`config.mk`:
```
export PLATFORM = sky130hd
export DESIGN_NAME = bpfa_regs
export DESIGN_NICKNAME = d
export VERILOG_FILES = /design/src/bpfa_pkg.sv /design/src/bpfa_regs.sv
export SDC_FILE = /design/constraint.sdc
export NUM_CORES = 1
export LEC_CHECK = 0
export BUFFER_PORTS_ARGS = -buffer_cell sky130_fd_sc_hd__buf_2
export CORE_ASPECT_RATIO = 1.25
export CORE_UTILIZATION = 29
export CTS_BUF_LIST = sky130_fd_sc_hd__clkbuf_2 sky130_fd_sc_hd__clkbuf_4 sky130_fd_sc_hd__clkbuf_8
export DETAILED_ROUTE_END_ITERATION = 10
export HOLD_SLACK_MARGIN = 0.12
export PLACE_DENSITY = 0.52
export RECOVER_POWER = 25
export SLEW_MARGIN = 20
export SYNTH_ARGS = -nofsm -noshare
export SYNTH_HDL_FRONTEND = slang
export SYNTH_SLANG_ARGS = --single-unit
```
`constraint.sdc`:
```
create_clock -name clk -period 2.9 [get_ports clk]
set_clock_uncertainty 0.15 [all_clocks]
set_input_delay 0.58 -clock clk [delete_from_list [all_inputs] [get_ports clk]]
set_output_delay 0.58 -clock clk [all_outputs]
set_load 0.1 [all_outputs]
```
`src/bpfa_pkg.sv`:
```
// shared types, constants and helpers of the bitmap page frame allocator
package bpfa_pkg;

  localparam int AREAS          = 2;
  localparam int AREA_W         = 1;
  localparam int AREA_CNT_W     = 2;
  localparam int PAGES_PER_AREA = 4096;
  localparam int PAGE_BYTES     = 4096;
  localparam int PAGE_SHIFT     = $clog2(PAGE_BYTES);
  localparam int PAGES_W        = 13;
  localparam int PIDX_W         = $clog2(PAGES_PER_AREA);
  localparam int ADDR_W         = 48;
  localparam int CMD_W          = 2;
  localparam int STATUS_W       = 2;
  localparam int WORD_BITS      = 32;
  localparam int BIT_W          = $clog2(WORD_BITS);
  localparam int WORDS_PER_AREA = PAGES_PER_AREA / WORD_BITS;
  localparam int WORD_W         = $clog2(WORDS_PER_AREA);
  localparam int NWORD_W        = WORD_W + 1;
  localparam int MEM_DEPTH      = AREAS * WORDS_PER_AREA;
  localparam int MEM_AW         = AREA_W + WORD_W;
  localparam int MIN_AREA_PAGES = 4;
  localparam int PAGE_GROUP_W   = 3;
  localparam int APB_DW         = 64;
  localparam int APB_AW         = 6;
  localparam int REG_IDX_W      = 3;

  localparam logic [REG_IDX_W-1:0] REG_AREA_COUNT  = 3'd0;
  localparam logic [REG_IDX_W-1:0] REG_AREA0_BASE  = 3'd1;
  localparam logic [REG_IDX_W-1:0] REG_AREA0_PAGES = 3'd2;
  localparam logic [REG_IDX_W-1:0] REG_AREA1_BASE  = 3'd3;
  localparam logic [REG_IDX_W-1:0] REG_AREA1_PAGES = 3'd4;

  typedef enum logic [CMD_W-1:0] {
    CMD_MARK = 2'd0,
    CMD_FREE = 2'd1,
    CMD_FIND = 2'd2
  } cmd_e;

  typedef enum logic [STATUS_W-1:0] {
    ST_UPDATED = 2'd0,
    ST_OUTSIDE = 2'd1,
    ST_FOUND   = 2'd2,
    ST_NONE    = 2'd3
  } status_e;

  typedef enum logic [2:0] {
    S_IDLE,
    S_UPD_CHK,
    S_UPD_WR,
    S_SCAN,
    S_FOUND_ADDR,
    S_DONE
  } state_e;

  typedef struct packed {
    logic [AREA_CNT_W-1:0]            area_count;
    logic [AREAS-1:0][ADDR_W-1:0]     base;
    logic [AREAS-1:0][PAGES_W-1:0]    pages;
  } cfg_t;

  typedef struct packed {
    logic load_in;
    logic upd_chk;
    logic upd_wr;
    logic upd_next;
    logic scan_step;
    logic set_res_upd;
    logic set_res_none;
    logic calc_addr;
    logic load_out;
  } ctrl_cmd_t;

  typedef struct packed {
    logic in_find;
    logic area_hit;
    logic area_last;
    logic scan_found;
    logic scan_end;
    logic out_free;
  } dp_status_t;

  function automatic logic [PAGES_W-1:0] usable_pages(input logic [PAGES_W-1:0] pages);
    logic [PAGES_W-1:0] u;
    if (pages < PAGES_W'(MIN_AREA_PAGES)) begin
      u = '0;
    end else begin
      u = {pages[PAGES_W-1:PAGE_GROUP_W], PAGE_GROUP_W'(0)};
    end
    return u;
  endfunction

  function automatic logic [NWORD_W-1:0] word_count(input logic [PAGES_W-1:0] u);
    return NWORD_W'(u[PAGES_W-1:BIT_W]) + NWORD_W'(|u[BIT_W-1:0]);
  endfunction

endpackage

```
`src/bpfa_regs.sv`:
```
// apb configuration registers: area count, area bases and page counts
module bpfa_regs (
  input  logic                         clk,
  input  logic                         rst_n,
  input  logic                         psel,
  input  logic                         penable,
  input  logic                         pwrite,
  input  logic [bpfa_pkg::APB_AW-1:0]  paddr,
  input  logic [bpfa_pkg::APB_DW-1:0]  pwdata,
  output logic [bpfa_pkg::APB_DW-1:0]  prdata,
  output logic                         pready,
  output bpfa_pkg::cfg_t               cfg
);
  import bpfa_pkg::*;

  cfg_t                 cfg_r;
  logic                 wr_en;
  logic [REG_IDX_W-1:0] idx;
  logic [PAGES_W-1:0]   wr_pages;
  logic [PAGES_W-1:0]   sat_pages;

  assign pready    = 1'b1;
  assign wr_en     = psel & penable & pwrite;
  assign idx       = paddr[APB_AW-1:APB_AW-REG_IDX_W];
  assign wr_pages  = pwdata[PAGES_W-1:0];
  assign sat_pages = (wr_pages > PAGES_W'(PAGES_PER_AREA)) ? PAGES_W'(PAGES_PER_AREA) : wr_pages;
  assign cfg       = cfg_r;

  always_ff @(posedge clk) begin
    if (!rst_n) begin
      cfg_r <= '0;
    end else if (wr_en) begin
      unique case (idx)
        REG_AREA_COUNT:  cfg_r.area_count <= pwdata[AREA_CNT_W-1:0];
        REG_AREA0_BASE:  cfg_r.base[0]    <= pwdata[ADDR_W-1:0];
        REG_AREA0_PAGES: cfg_r.pages[0]   <= sat_pages;
        REG_AREA1_BASE:  cfg_r.base[1]    <= pwdata[ADDR_W-1:0];
        REG_AREA1_PAGES: cfg_r.pages[1]   <= sat_pages;
        default: ;
      endcase
    end
  end

  always_comb begin
    unique case (idx)
      REG_AREA_COUNT:  prdata = APB_DW'(cfg_r.area_count);
      REG_AREA0_BASE:  prdata = APB_DW'(cfg_r.base[0]);
      REG_AREA0_PAGES: prdata = APB_DW'(cfg_r.pages[0]);
      REG_AREA1_BASE:  prdata = APB_DW'(cfg_r.base[1]);
      REG_AREA1_PAGES: prdata = APB_DW'(cfg_r.pages[1]);
      default:         prdata = '0;
    endcase
  end

endmodule

```
==> metrics <==
H-tree depth=4; xor/xnor cell area share of the yosys netlist=0%; Adder-Cell Fraction of Synth Area=0%; post-synth cell types=27; GRT Residual Overflow=0; Synth Area in Compound Gates=8.444%; vias in the first global route=about 4700; total iterations of the first detailed-routing run=4; post-DR vias/cell=about 4.6; Final TNS setup=0 ps; Crit path buffers/inverters=4; Initial Util=29.89%; TritonCTS Sinks=124; Die Ht=about 160 um; Pint=~2600 uW; ANT nets after route=0; Synth area leader=dfxtp_1; fin crit share=93.25%; clk_lat worst skew=420 ps; FF+latch count, synth=124; Post-synth EDFFs=0; Async S/R FF share, synth=0%; Clk pwr share=40.1%; DP HPWL=11.47 mm; FP Rows=56; switching part of the total=28.33%; CP delay by family, top=buffers and inverters; Commonest cells post-synth=nand2_1, mux2i_1, dfxtp_1, a22o_1, clkbuf_1; clk root buf=clkbuf_8; Slew Viols, Final=0; synthesized area=0.005675 mm2; prevailing post-synth register cell=dfxtp_1; sequential share of power=47.6%; largest family of logic cells by synthesized area=multiplexers; power per cell area=approximately 440 mW/mm2; Die ar.=0.02014 mm2; synth top area cells=dfxtp_1, mux2i_1, nand2_1; CTS tree=yes; WP data arrival=1970 ps; largest net degree at the start of global routing=82; CTS buffer count=17; RePlAce Congestion=just over 0.7; hold_sp=pwdata[13]; RSZ-0062 raised after global routing=false; Crit Path Category=in -> out; FF+latch area=around 0.0025 mm2; Residual DRC=0; max FFs per register=124; critical-path cell list=clkbuf_1 > buf_4 > nand2b_2 > nor2_4 > buf_12 > a22o_1 > buf_12; share of cells above drive strength 1=35.97%; clock transition at the registers of the reported paths=70 ps; Port Buf Inserts=~230; worst ir drop on vdd=approximately 0.21 mV; r2r startpoint=cfg[13]; CP peak stage delay=370 ps; Final Critical Period=between 2000 and 3000 ps; Lkg Pwr=between 0.003 and 0.004 uW; vias=about 5000; average size of a mapped cell=9.412 um2; final WL=16.55 mm; post-CTS setup buffers=0; total of warnings raised by yosys=0; Initial DRC Count=155; Top Ports=264; Post-Synth Simple-Gate Area=16.07%; Worst Setup Start Kind=input pin; count leader, synth=nand2_1; proportion of synthesized area in mux cells=24.76%; Hold Crit Class=in -> reg; Comb pwr share=12.3%; RR Endpoint=cfg[13]; r2r worst-path depth=2; Max-Cap Viols=0; drt wl/cell=15.25 um; slew margin rel.=26.27%; initial antenna violation count=1; area of the multi-input gates=0.002983 mm2; Layout area overhead=43.81%; Req. time, crit path=roughly 2200 ps; most frequent CP cell=buf_12; CORE AREA=0.01899 mm2; post-layout power=3619 uW; Final setup viols=0; Worst-Margin Slew=1106 ps; hold endpoint=cfg[87]; GRT Util Overall=roughly 16%; register-to-register setup slack=2080 ps; CTS Buffer Depth=2; worst hold path depth=3; P_sw=1026 uW; crit end category=primary output; DIE WIDTH=127.1 um; Crit-path slowest cell=buf_4; FILL cells=1863; share of the synthesized area in the top cell type=43.74%; sequential element share of the synthesized area=43.74%; status=finished, final reports clean; Gate Count Post-Synth=603; final hold vios=0; highest clock rate=369.8 MHz; first-pass GRT wire length=25.44 mm; # nets final=slightly below 900; largest fanout on the critical path=35
## timing repair
item,CTS,global route
endpoints found under the setup margin,0,11
resized for setup,0,1
endpoints found under the hold margin,0,0
hold buffers,0,0
## power by group through the flow
| stage | logic [uW] | clock network (uW) | registers, uW |
|---|---|---|---|
| floorplan | 273 | 0 | 1840 |
| global placement | 452 | 0 | 1760 |
| detailed placement | 454 | 0 | 1760 |
| CTS | 455 | 1510 | 1720 |
| global route | 471 | 1580 | 1720 |
| finish | 444 | 1450 | 1720 |
## cells by family (layout without fill, tap and decap cells)
family / after synthesis / in the layout
and+or+nand+nor: 209 / 209
muxes: 139 / 139
DFF: 124 / 124
buffers and inverters: 66 / 271
AOI/OAI and AO/OA: 63 / 63
other: 2 / 18
## tightest hold or removal path: stages
cell and delay [ps]:
buf_2 90, nand2_1 60, mux2i_1 60
## per-stage QoR
| step | utilization, % | setup slack, ps | hold WS [ps] | area (um2) | instances |
|---|---|---|---|---|---|
| after CTS | 43.33 | 6.323 | 228.1 | 8228 | 1084 |
| final | 42.98 | 195.6 | 268.4 | 8162 | 1085 |
| after floorplan | - | 142.4 | 594.6 | 5856 | 618 |
| after detailed placement | 41.37 | 17.91 | 308.9 | 7855 | 1055 |
| after global placement | 41.37 | 79.23 | 302.8 | 7855 | 1055 |
| after global routing | 42.97 | 73.75 | 245.8 | 8159 | 1084 |
## cell type report
| type | count | area share, % |
|---|---|---|
| timing repair buffer | 241 | 24.39 |
| clock buffer | 23 | 3.802 |
| clock inverter | 6 | 0.7665 |
| tap | 261 | 4.001 |
| multi-input combinational | 428 | 36.55 |
| antenna | 1 | 0.03066 |
| inverter | 1 | 0.04599 |
| sequential | 124 | 30.42 |
## cell usage in the layout (no fill, tap or decap)
cell type and count:
nand2_1 183, buf_2 176, mux2i_1 128, dfxtp_1 124
buf_12 51, a22o_1 35, clkbuf_8 22, conb_1 17
nand3b_1 14, mux2_2 11, a22oi_1 11, o21ai_4 11
buf_4 7, o21ai_0 4, clkbuf_4 3, clkinvlp_4 3
clkbuf_1 3, nor3_4 2, o21a_1 2, clkinv_2 2
clkbuf_2 2, diode_2 1, nor2b_2 1, nor3b_1 1
inv_1 1, nand2b_2 1, nor2_4 1, nand4_1 1
nor2_1 1, nand4b_1 1, nor2_2 1, nor3b_4 1
or3_1 1, bufinv_16 1
## how the worst max path moves through the flow
stage	startpoint	end	slack, ps	cells after the start
floorplan	paddr[4]	prdata[13]	140	5
global placement	paddr[4]	prdata[8]	80	5
detailed placement	paddr[4]	prdata[2]	20	5
CTS	paddr[4]	prdata[2]	6	5
global route	paddr[4]	prdata[47]	70	7
finish	paddr[4]	prdata[17]	200	7
## routing by layer
metal,up-vias,track usage (%),routed length [um]
met2,164,29.20,8322
li1,2449,-,-
met1,2329,18.54,6926
met5,-,0,0
met3,15,5.040,1108
met4,0,5.782,191
(Power assumes the default switching activity.)
