[src/bpfa_pkg.sv]
// shared types, constants and helpers of the bitmap page frame allocator
package bpfa_pkg;

  localparam int AREAS          = 2;
  localparam int AREA_W         = 1;
  localparam int AREA_CNT_W     = 2;
  localparam int PAGES_PER_AREA = 4096;
  localparam int PAGE_BYTES     = 4096;
  localparam int PAGE_SHIFT     = $clog2(PAGE_BYTES);
  localparam int PAGES_W        = 13;
  localparam int PIDX_W         = $clog2(PAGES_PER_AREA);
  localparam int ADDR_W         = 48;
  localparam int CMD_W          = 2;
  localparam int STATUS_W       = 2;
  localparam int WORD_BITS      = 32;
  localparam int BIT_W          = $clog2(WORD_BITS);
  localparam int WORDS_PER_AREA = PAGES_PER_AREA / WORD_BITS;
  localparam int WORD_W         = $clog2(WORDS_PER_AREA);
  localparam int NWORD_W        = WORD_W + 1;
  localparam int MEM_DEPTH      = AREAS * WORDS_PER_AREA;
  localparam int MEM_AW         = AREA_W + WORD_W;
  localparam int MIN_AREA_PAGES = 4;
  localparam int PAGE_GROUP_W   = 3;
  localparam int APB_DW         = 64;
  localparam int APB_AW         = 6;
  localparam int REG_IDX_W      = 3;

  localparam logic [REG_IDX_W-1:0] REG_AREA_COUNT  = 3'd0;
  localparam logic [REG_IDX_W-1:0] REG_AREA0_BASE  = 3'd1;
  localparam logic [REG_IDX_W-1:0] REG_AREA0_PAGES = 3'd2;
  localparam logic [REG_IDX_W-1:0] REG_AREA1_BASE  = 3'd3;
  localparam logic [REG_IDX_W-1:0] REG_AREA1_PAGES = 3'd4;

  typedef enum logic [CMD_W-1:0] {
    CMD_MARK = 2'd0,
    CMD_FREE = 2'd1,
    CMD_FIND = 2'd2
  } cmd_e;

  typedef enum logic [STATUS_W-1:0] {
    ST_UPDATED = 2'd0,
    ST_OUTSIDE = 2'd1,
    ST_FOUND   = 2'd2,
    ST_NONE    = 2'd3
  } status_e;

  typedef enum logic [2:0] {
    S_IDLE,
    S_UPD_CHK,
    S_UPD_WR,
    S_SCAN,
    S_FOUND_ADDR,
    S_DONE
  } state_e;

  typedef struct packed {
    logic [AREA_CNT_W-1:0]            area_count;
    logic [AREAS-1:0][ADDR_W-1:0]     base;
    logic [AREAS-1:0][PAGES_W-1:0]    pages;
  } cfg_t;

  typedef struct packed {
    logic load_in;
    logic upd_chk;
    logic upd_wr;
    logic upd_next;
    logic scan_step;
    logic set_res_upd;
    logic set_res_none;
    logic calc_addr;
    logic load_out;
  } ctrl_cmd_t;

  typedef struct packed {
    logic in_find;
    logic area_hit;
    logic area_last;
    logic scan_found;
    logic scan_end;
    logic out_free;
  } dp_status_t;

  function automatic logic [PAGES_W-1:0] usable_pages(input logic [PAGES_W-1:0] pages);
    logic [PAGES_W-1:0] u;
    if (pages < PAGES_W'(MIN_AREA_PAGES)) begin
      u = '0;
    end else begin
      u = {pages[PAGES_W-1:PAGE_GROUP_W], PAGE_GROUP_W'(0)};
    end
    return u;
  endfunction

  function automatic logic [NWORD_W-1:0] word_count(input logic [PAGES_W-1:0] u);
    return NWORD_W'(u[PAGES_W-1:BIT_W]) + NWORD_W'(|u[BIT_W-1:0]);
  endfunction

endpackage

[src/bpfa_ctrl.sv]
// controller state machine sequencing updates, scans and result transfers
module bpfa_ctrl (
  input  logic                   clk,
  input  logic                   rst_n,
  input  logic                   in_valid,
  output logic                   in_ready,
  input  bpfa_pkg::dp_status_t   st,
  output bpfa_pkg::ctrl_cmd_t    cmd
);
  import bpfa_pkg::*;

  state_e state_r;
  state_e state_nxt;

  always_ff @(posedge clk) begin
    if (!rst_n) begin
      state_r <= S_IDLE;
    end else begin
      state_r <= state_nxt;
    end
  end

  always_comb begin
    state_nxt = state_r;
    unique case (state_r)
      S_IDLE: begin
        if (in_valid) begin
          state_nxt = st.in_find ? S_SCAN : S_UPD_CHK;
        end
      end
      S_UPD_CHK: begin
        if (st.area_hit) begin
          state_nxt = S_UPD_WR;
        end else if (st.area_last) begin
          state_nxt = S_DONE;
        end
      end
      S_UPD_WR: begin
        state_nxt = st.area_last ? S_DONE : S_UPD_CHK;
      end
      S_SCAN: begin
        if (st.scan_found) begin
          state_nxt = S_FOUND_ADDR;
        end else if (st.scan_end) begin
          state_nxt = S_DONE;
        end
      end
      S_FOUND_ADDR: state_nxt = S_DONE;
      S_DONE: begin
        if (st.out_free) begin
          state_nxt = S_IDLE;
        end
      end
      default: state_nxt = S_IDLE;
    endcase
  end

  always_comb begin
    cmd      = '0;
    in_ready = 1'b0;
    unique case (state_r)
      S_IDLE: begin
        in_ready    = 1'b1;
        cmd.load_in = in_valid;
      end
      S_UPD_CHK: begin
        cmd.upd_chk = 1'b1;
        if (!st.area_hit) begin
          cmd.set_res_upd = st.area_last;
          cmd.upd_next    = !st.area_last;
        end
      end
      S_UPD_WR: begin
        cmd.upd_wr      = 1'b1;
        cmd.set_res_upd = st.area_last;
        cmd.upd_next    = !st.area_last;
      end
      S_SCAN: begin
        cmd.scan_step    = 1'b1;
        cmd.set_res_none = !st.scan_found && st.scan_end;
      end
      S_FOUND_ADDR: cmd.calc_addr = 1'b1;
      S_DONE:       cmd.load_out  = st.out_free;
      default: ;
    endcase
  end

endmodule

[config.mk]
export PLATFORM = sky130hd
export DESIGN_NAME = bpfa_ctrl
export DESIGN_NICKNAME = d
export VERILOG_FILES = /design/src/bpfa_pkg.sv /design/src/bpfa_ctrl.sv
export SDC_FILE = /design/constraint.sdc
export NUM_CORES = 1
export LEC_CHECK = 0
export ABC_AREA = 1
export BUFFER_PORTS_ARGS = -buffer_cell sky130_fd_sc_hd__buf_2
export CORE_AREA = 5 5 42 44
export DETAILED_ROUTE_END_ITERATION = 10
export DIE_AREA = 0 0 47 49
export GPL_TIMING_DRIVEN = 0
export SLEW_MARGIN = 10
export SYNTH_ARGS = -nofsm -noshare
export SYNTH_HDL_FRONTEND = slang
export SYNTH_SLANG_ARGS = --single-unit
[constraint.sdc]
create_clock -name clk -period 2.1 [get_ports clk]
set_input_delay 0 -clock clk [delete_from_list [all_inputs] [get_ports clk]]
set_output_delay 0 -clock clk [all_outputs]
set_load 0.02 [all_outputs]
==> results of run 1 <==
[layer usage]
layer	share of wire, %	GRT usage [%]
met5	0	0
met4	0	0
met3	7.1	4.059
met2	47	12.67
met1	46	10.70
[synthesized netlist by cell type (all sizes together)]
cell / count
buf: 1
nand3: 6
nand3b: 1
o21ai: 1
a21oi: 1
dfxtp: 3
inv: 17
nor2: 22
nand2: 20
nor3: 1
[how the worst max path moves through the flow]
stage,start,end,slack [ns],cells past startpoint
after detailed placement,state_r[2],state_r[0],0.90,7
final,state_r[2],cmd[5],0.70,8
after global routing,state_r[2],cmd[5],0.58,8
after CTS,state_r[2],cmd[5],0.69,8
after floorplan,state_r[1],cmd[3],0.79,6
after global placement,state_r[2],state_r[0],0.92,7
[per-stage QoR]
stage | area (um2) | std cells | setup slack, ns
global route | 485.5 | 111 | 0.5789
CTS | 485.5 | 111 | 0.6895
detailed placement | 459.2 | 107 | 0.9002
floorplan | 349.1 | 73 | 0.7936
global placement | 459.2 | 107 | 0.9184
finish | 485.5 | 111 | 0.7036
[placed cells by master, fill, tap and decap left out]
| cell | count |
|---|---|
| a21oi_1 | 1 |
| clkbuf_1 | 1 |
| nor2_2 | 2 |
| buf_2 | 19 |
| nand3_1 | 6 |
| nand3b_1 | 1 |
| inv_2 | 2 |
| nor3_2 | 1 |
| o21ai_0 | 1 |
| nor2_1 | 20 |
| clkbuf_4 | 3 |
| nand2_1 | 20 |
| dfxtp_1 | 3 |
| inv_1 | 15 |
[power groups by stage]
stage	clock network, uW	registers [uW]	logic (uW)
6_report	96.7	129	519
5_1_grt	108	135	590
4_1_cts	102	129	530
3_5_place_dp	0	130	528
3_3_place_gp	0	129	525
2_1_floorplan	0	121	395
[logic make-up after synthesis]
logic type | after synthesis
AOI/OAI and AO/OA | 2
DFF | 3
buffers and inverters | 18
and+or+nand+nor | 50
[worst max-delay path: cells and delay by family, from the launching register on]
kind          cells  cell delay (ns)
flops             1             0.37
buf+inv           4             0.45
simple gates      4             0.35
[final cells by class]
| type | count | area share [%] |
|---|---|---|
| multi-input cells | 52 | 45.36 |
| clock buffers | 4 | 5.412 |
| inverters | 17 | 13.14 |
| repair buffers | 18 | 18.56 |
| flip-flops and latches | 3 | 12.37 |
| well taps | 16 | 4.124 |
| plain buffers | 1 | 1.031 |
==> summary by stage, run 1 <==
Status
The flow ran to the end, and the final reports show no timing, DRC or antenna violations.

Floorplanning
The core region is about 0.0014 mm2. The die footprint is roughly 0.0023 mm2. Measured along the x axis, the die boundary spans between 40 and 50 um.

The floorplan has 14 rows. For this design the top-level I/O count stands at 19. The height of the die is between 40 and 50 um. For this configuration, the core starts out at a cell density of 24.91%.

CTS
The maximum level of the CTS H-tree is 1. The later pin in the worst-skew pair is clocked with a latency of about 0.23 ns. TritonCTS built the clock tree. Clock tree synthesis selected as its root buffer the cell clkbuf_4. No sink is reached through more buffers than the 2 on the longest clock path. In this run, post-CTS repair resized a total of 0 instances. After clock tree synthesis, the clock-pin slew on the worst setup and hold paths is roughly 0.040 ns.

The buffer count from post-CTS setup fixing is 0. The total clock buffers created by CTS is 3. The number of hold buffers added after CTS was 0.

The number of sinks on the clock net is 3.

Final layout
The fill cell total of the finished layout is around 180. The share of final-layout standard cells stronger than drive strength 1 is about 28%. In the final design database the tool counted roughly 110 nets.

The largest registers in the layout are state_r (3). The total inserted antenna cells is 0. Summing all multi-input logic gate instances after layout gives 220.2 um2. Summing all flip-flop and latch instances after layout gives 60.06 um2. The flip-flop count of the largest register, all copies and words added is 3. The area overhead of the layout relative to synthesis is 39.07%. The utilization after layout is about 35%. The register with the most flip-flops in the final layout is state_r.

STA
At the pin with the least slew margin, the transition time is around 0.26 ns. The max-slew violation total from the final report is 0. Static timing analysis puts the maximum clock frequency at roughly 720 MHz.

Setup repair after global routing left no endpoint under its margin. The final critical path takes up between 60% and 70% of the cycle. Hold timing on the final database bottoms out at a slack of about 0.019 ns. The clock arrives with roughly 0.0028 ns of skew. The routed design could run at a clock period as short as around 1.4 ns. After routing, the total negative slack on setup checks comes to 0 ns. Setup violations remaining at the end of the flow were counted as 0.

The number of hold-slack violations in the final timing report came to 0. Headroom to the max-slew limit came out at between 80 and 90%.

Critical path
By startpoint and endpoint, the worst setup path is classified as register to output port. For this run, the slowest stage of the critical path takes about 0.37 ns. On the critical path, the stage with the largest delay is an instance of dfxtp_1.

The length in cells of the worst reg-to-reg path is 7. The setup slack on the worst flop-to-flop path is 0.90 ns. The worst setup path is launched from a register. The capturing point of the worst reg2reg path is state_r[0]. The endpoint arrival time on the critical path is ~1.4 ns. Walking the worst path, the cells encountered are inv_2 -> nand3_1 -> inv_1 -> nand2_1 -> nand2_1 -> inv_1 -> nor2_1 -> buf_2. The worst setup path is captured at an output port. The startpoint of the worst register-to-register path is state_r[2]. The required arrival time at the worst endpoint is approximately 2.1 ns.

Of all nets on the critical path, the largest fanout is 6.

Power and ir drop
Internal power comes to 332.6 uW. Summing internal, switching and leakage power gives 745.1 uW. The switching power is approximately 410 uW. The share of power burned in the clock network is about an eighth. The fraction of power consumed by combinational cells is 69.7%. For this design the static power due to leakage is 0.0003259 uW. Per report_power, the sequential group accounts for between 10% and 20% of the total. The largest vdd supply drop is 0.0005526 V.

Net switching is ~55% of the power. In this run the power density over the cells is 1535 mW/mm2.

Synthesis
The synthesized design spends more area on one cell type than any other, namely nand2_1. The sequential cell area fraction in the yosys report is about 17%. The post-synthesis average cell area is approximately 4.8 um2. The synthesized netlist devotes between 60% and 70% of its cell area to simple gates.

The number of nets produced by synthesis is a little over 80. Multiplexer cells account for 0% of the synthesized area. The xor and xnor fraction of the mapped netlist area is 0%. The synthesized netlist devotes 0% of its cell area to adder and majority cells. Synthesis handed over a netlist of between 70 and 80 instances.

By area, the combinational part of the netlist is dominated by simple AND/OR/NAND/NOR gates. The warning count from the yosys run is 0. Counting distinct cell types in the post-synthesis netlist gives 12. The post-synthesis compound-gate area fraction is 2.867%.

Of the post-synthesis cell area, the dominant cell type holds a little over a fifth. The register bit count reported by yosys is 3. By area the synthesized netlist is led by nand2_1 (22%), nor2_1 (22%), dfxtp_1 (17%), inv_1 (16%), nand3_1 (8.6%). The area of the mapped netlist is 349.1 um2.

GRT
The number of antenna violations at the first check in global routing is 0. Entering global routing, the biggest net connects 9 pins. For this run the aggregate overflow at the end of global routing stands at 0. The via count of the first global-routing pass is between 300 and 400.

The first global-routing pass estimated approximately 1400 um of wire. Global routing used 8.152% of the available tracks.

Hold path
The hold path startpoint is rst_n. The worst hold path class is input pin to register. Counting instances, the worst hold path has a depth of 3. The path with the worst hold slack has its endpoint at state_r[1].

Routing
Dividing the detail-routed via count by the number of cells gives ~4. The detailed-router iteration count before antenna repair is 4. The routed design has around 870 um of wire. Dividing the detail-routed wire length by the instance count gives ~7.8 um.

For this block, the initial DRC count from the detailed router was 5. Once detail routing completed, the nets flagged for antenna violations numbered 0. For this block, the via count after detailed routing is between 400 and 500. The number of DRC violations after detailed routing is 0.

Job
The number of max-cap violations is 0.

Placed design
At the end of routability-driven placement, the weighted congestion stood at a little under 0.8. The half-perimeter wire length after detailed placement is between 700 and 800 um. The count of port buffers added during placement is 18.
Note: power is estimated with default switching activity, not from simulation.
==> inputs of run 2 (changes only) <==
==> constraint.sdc (replaced) <==
create_clock -name clk -period 1.2 [get_ports clk]
set_input_delay 0 -clock clk [delete_from_list [all_inputs] [get_ports clk]]
set_output_delay 0 -clock clk [all_outputs]
set_load 0.02 [all_outputs]
==> run 2 against run 1 <==
Die area stayed put. First-iteration DRC count grew 20%. Critical path type unchanged. The run now ends with setup timing left. Routed wire length increased by 35%.
==> summary by stage, run 2 (synthesized netlist as in run 1, its figures left out) <==
STA
The slew at the pin with the worst max-slew slack is ~0.35 ns. For the final database, setup skew stands at between 0.002 and 0.003 ns. The share of the cycle needed by the critical path after routing is 103.7%. The max-slew violation total from the final report is 0.

Headroom to the max-slew limit came out at around 77%. Timing would allow up to between 800 and 900 MHz. In the final timing run, aggregate negative setup slack is -0.05207 ns. The number of hold-slack violations in the final timing report is 0. Setup violations remaining at the end of the flow were counted as 2.

The post-route worst setup slack is -0.04383 ns. Subtracting the final worst setup slack from the clock period gives ~1.2 ns. Setup repair after global routing could not meet its margin everywhere.

CTS
The number of sinks on the clock net is 3. The TritonCTS clock tree is built. Clock tree synthesis selected as its root buffer the cell clkbuf_4.

The total clock buffers created by CTS is 3. The clock slew at the register clock pins of the worst setup and hold paths is approximately 0.030 ns. In this run the number of H-tree levels came out at 1. In this run, post-CTS hold repair placed 0 buffers. Clock latency on the worst-skew pair, taken at its later pin, is 0.23 ns. The buffer levels on the longest clock path is 2.

Final layout
The largest register by flop count is state_r. The area of all sequential standard cells is roughly 71 um2. The register with the most flip-flops in the layout has 3 of them. The most frequent standard cell in the layout excluding fill and tap cells is nand2_1. The area overhead of the layout relative to synthesis is 88.17%.

The share of final-layout standard cells stronger than drive strength 1 is a little under three fifths. The number of antenna diodes in the final layout is 0. The footprint of the multi-input gates is 297.8 um2. For this run, the number of standard cells in the final layout without fillers is ~120. Measured on the finished design, the core utilization comes to between 40% and 50%.

In the layout the commonest cells are nand2_1 (16), nor2_1 (12), buf_2 (12). After routing the design area is around 660 um2. The filler cells instantiated in the layout total about 150. The final-stage net count is around 110.

The largest registers in the layout are state_r (3).

Critical path
For this run, the slowest stage of the critical path takes between 0.3 and 0.4 ns. For this design, the slowest cell found on the critical path is dfxtp_4. The endpoint arrival time on the critical path is between 1 and 1.5 ns. STA classifies the critical path endpoint as an output port. The number of buffers and inverters on the critical path is 3. The length in cells of the worst reg-to-reg path is 9. The number of cells on the critical path is 6. The setup path with the least slack is of type register to output port. The worst setup path is launched from a register. Of all nets on the critical path, the largest fanout is 6. The dominant delay contributor by cell family on the critical path is simple AND/OR/NAND/NOR gates. The critical path goes through nor3_4 -> inv_1 -> nand2_2 -> inv_2 -> nor2_2 -> buf_6. For the worst setup path, the data required time is 1.20 ns.

Status
The run finished, with violations left. The final reports fail on setup timing.

Hold path
The worst hold path was traced through 3 stages. The worst hold path class is input pin to register.

Power and ir drop
Across the VDD grid, the largest voltage drop is between 0.001 and 0.0015 V. The power per cell area is a little under 3000 mW/mm2. The leakage power figure is about 0.00036 uW.

Routing
After detailed routing, the number of remaining DRC violations is 0. The routed wire length per instance is about 10 um. The routed via count divided by cell count is about 4.4.

The number of antenna-violating nets in the routed design is 0. For this block, the initial DRC count from the detailed router was 6. For this run, the detailed router's first-pass iteration total came to 4. The total detailed-routing wirelength is 1168 um. The via count of the routed design is approximately 520.

Placed design
The congestion estimate from routability-driven global placement came to ~0.8. The number of cells after detailed placement is roughly 110. Input and output buffers added on the ports amount to 18. The half-perimeter wire length after detailed placement is between 700 and 800 um. After detailed placement, the total cell area comes to ~470 um2.

GRT
Entering global routing, the biggest net connects 7 pins. The first global-routing pass estimated roughly 1800 um of wire. The total global-route track usage is about a tenth.

The number of antenna violations at the first check in global routing is 0. The via count of the first global-routing pass is around 470. Global routing finished with a remaining overflow of 0.

Floorplanning
The I/O pin total is 19. The overall die width is 47 um. The height of the die is 49 um. The number of core rows is 14.

For this configuration, the core starts out at a cell density of between 20 and 25%. The floorplan step defined a die boundary enclosing 0.002303 mm2. The core footprint is around 0.0014 mm2.

Job
The tool flagged a number of max-cap violations equal to 0.
-- run 2: cell count changes in the layout (fill, tap and decap cells not counted), sizes merged --
cell / change
buf: +6
-- run 2: worst paths after layout --
kind	startpoint	to	slack, ns
setup / recovery	state_r[2]	cmd[3]	-0.04
hold / removal	rst_n	state_r[1]	0.0006
setup reg to reg	state_r[1]	state_r[2]	0.04
hold reg to reg	state_r[1]	state_r[1]	0.52
-- run 2: per-layer routing --
| metal | vias to the layer above | GRT usage [%] | wire [um] |
|---|---|---|---|
| met4 | 0 | 0 | 0 |
| met3 | 0 | 2.583 | 69 |
| met5 | - | 0 | 0 |
| li1 | 267 | - | - |
| met1 | 234 | 13.13 | 452 |
| met2 | 15 | 17.19 | 645 |
-- run 2: timing repair --
item / 4_1_cts / 5_1_grt
setup endpoints to repair: 5 / 11
gates resized for setup: 16 / 28
setup buffers: 7 / 2
pin swaps: 2 / 17
-- run 2: tightest hold or removal path, cell delays in order --
cell	delay, ns
buf_2	0.11
nand2_1	0.05
nor2_1	0.03
-- run 2: final cells by class --
cell class	count	area share (%)
clock buffers	4	4.000
repair buffers	25	26.29
multi-input cells	52	45.33
flip-flops and latches	3	10.86
well taps	16	3.048
inverters	17	10.48
-- run 2: through the flow --
| stage | setup WS [ns] | power (uW) | hold WS, ns |
|---|---|---|---|
| finish | -0.04383 | 1923 | 0.0005611 |
| global route | -0.1418 | 2102 | 0.01212 |
| CTS | -0.01151 | 1664 | 0.004294 |
| detailed placement | -0.003407 | 1175 | 0.2551 |
| global placement | -0.004762 | 1171 | 0.2538 |
| floorplan | -0.04432 | 926.7 | 0.07979 |
-- run 2: power by group --
group / switching (uW) / internal [uW]
Sequential: 137 / 187
Combinational: 814 / 613
Clock: 47.9 / 124
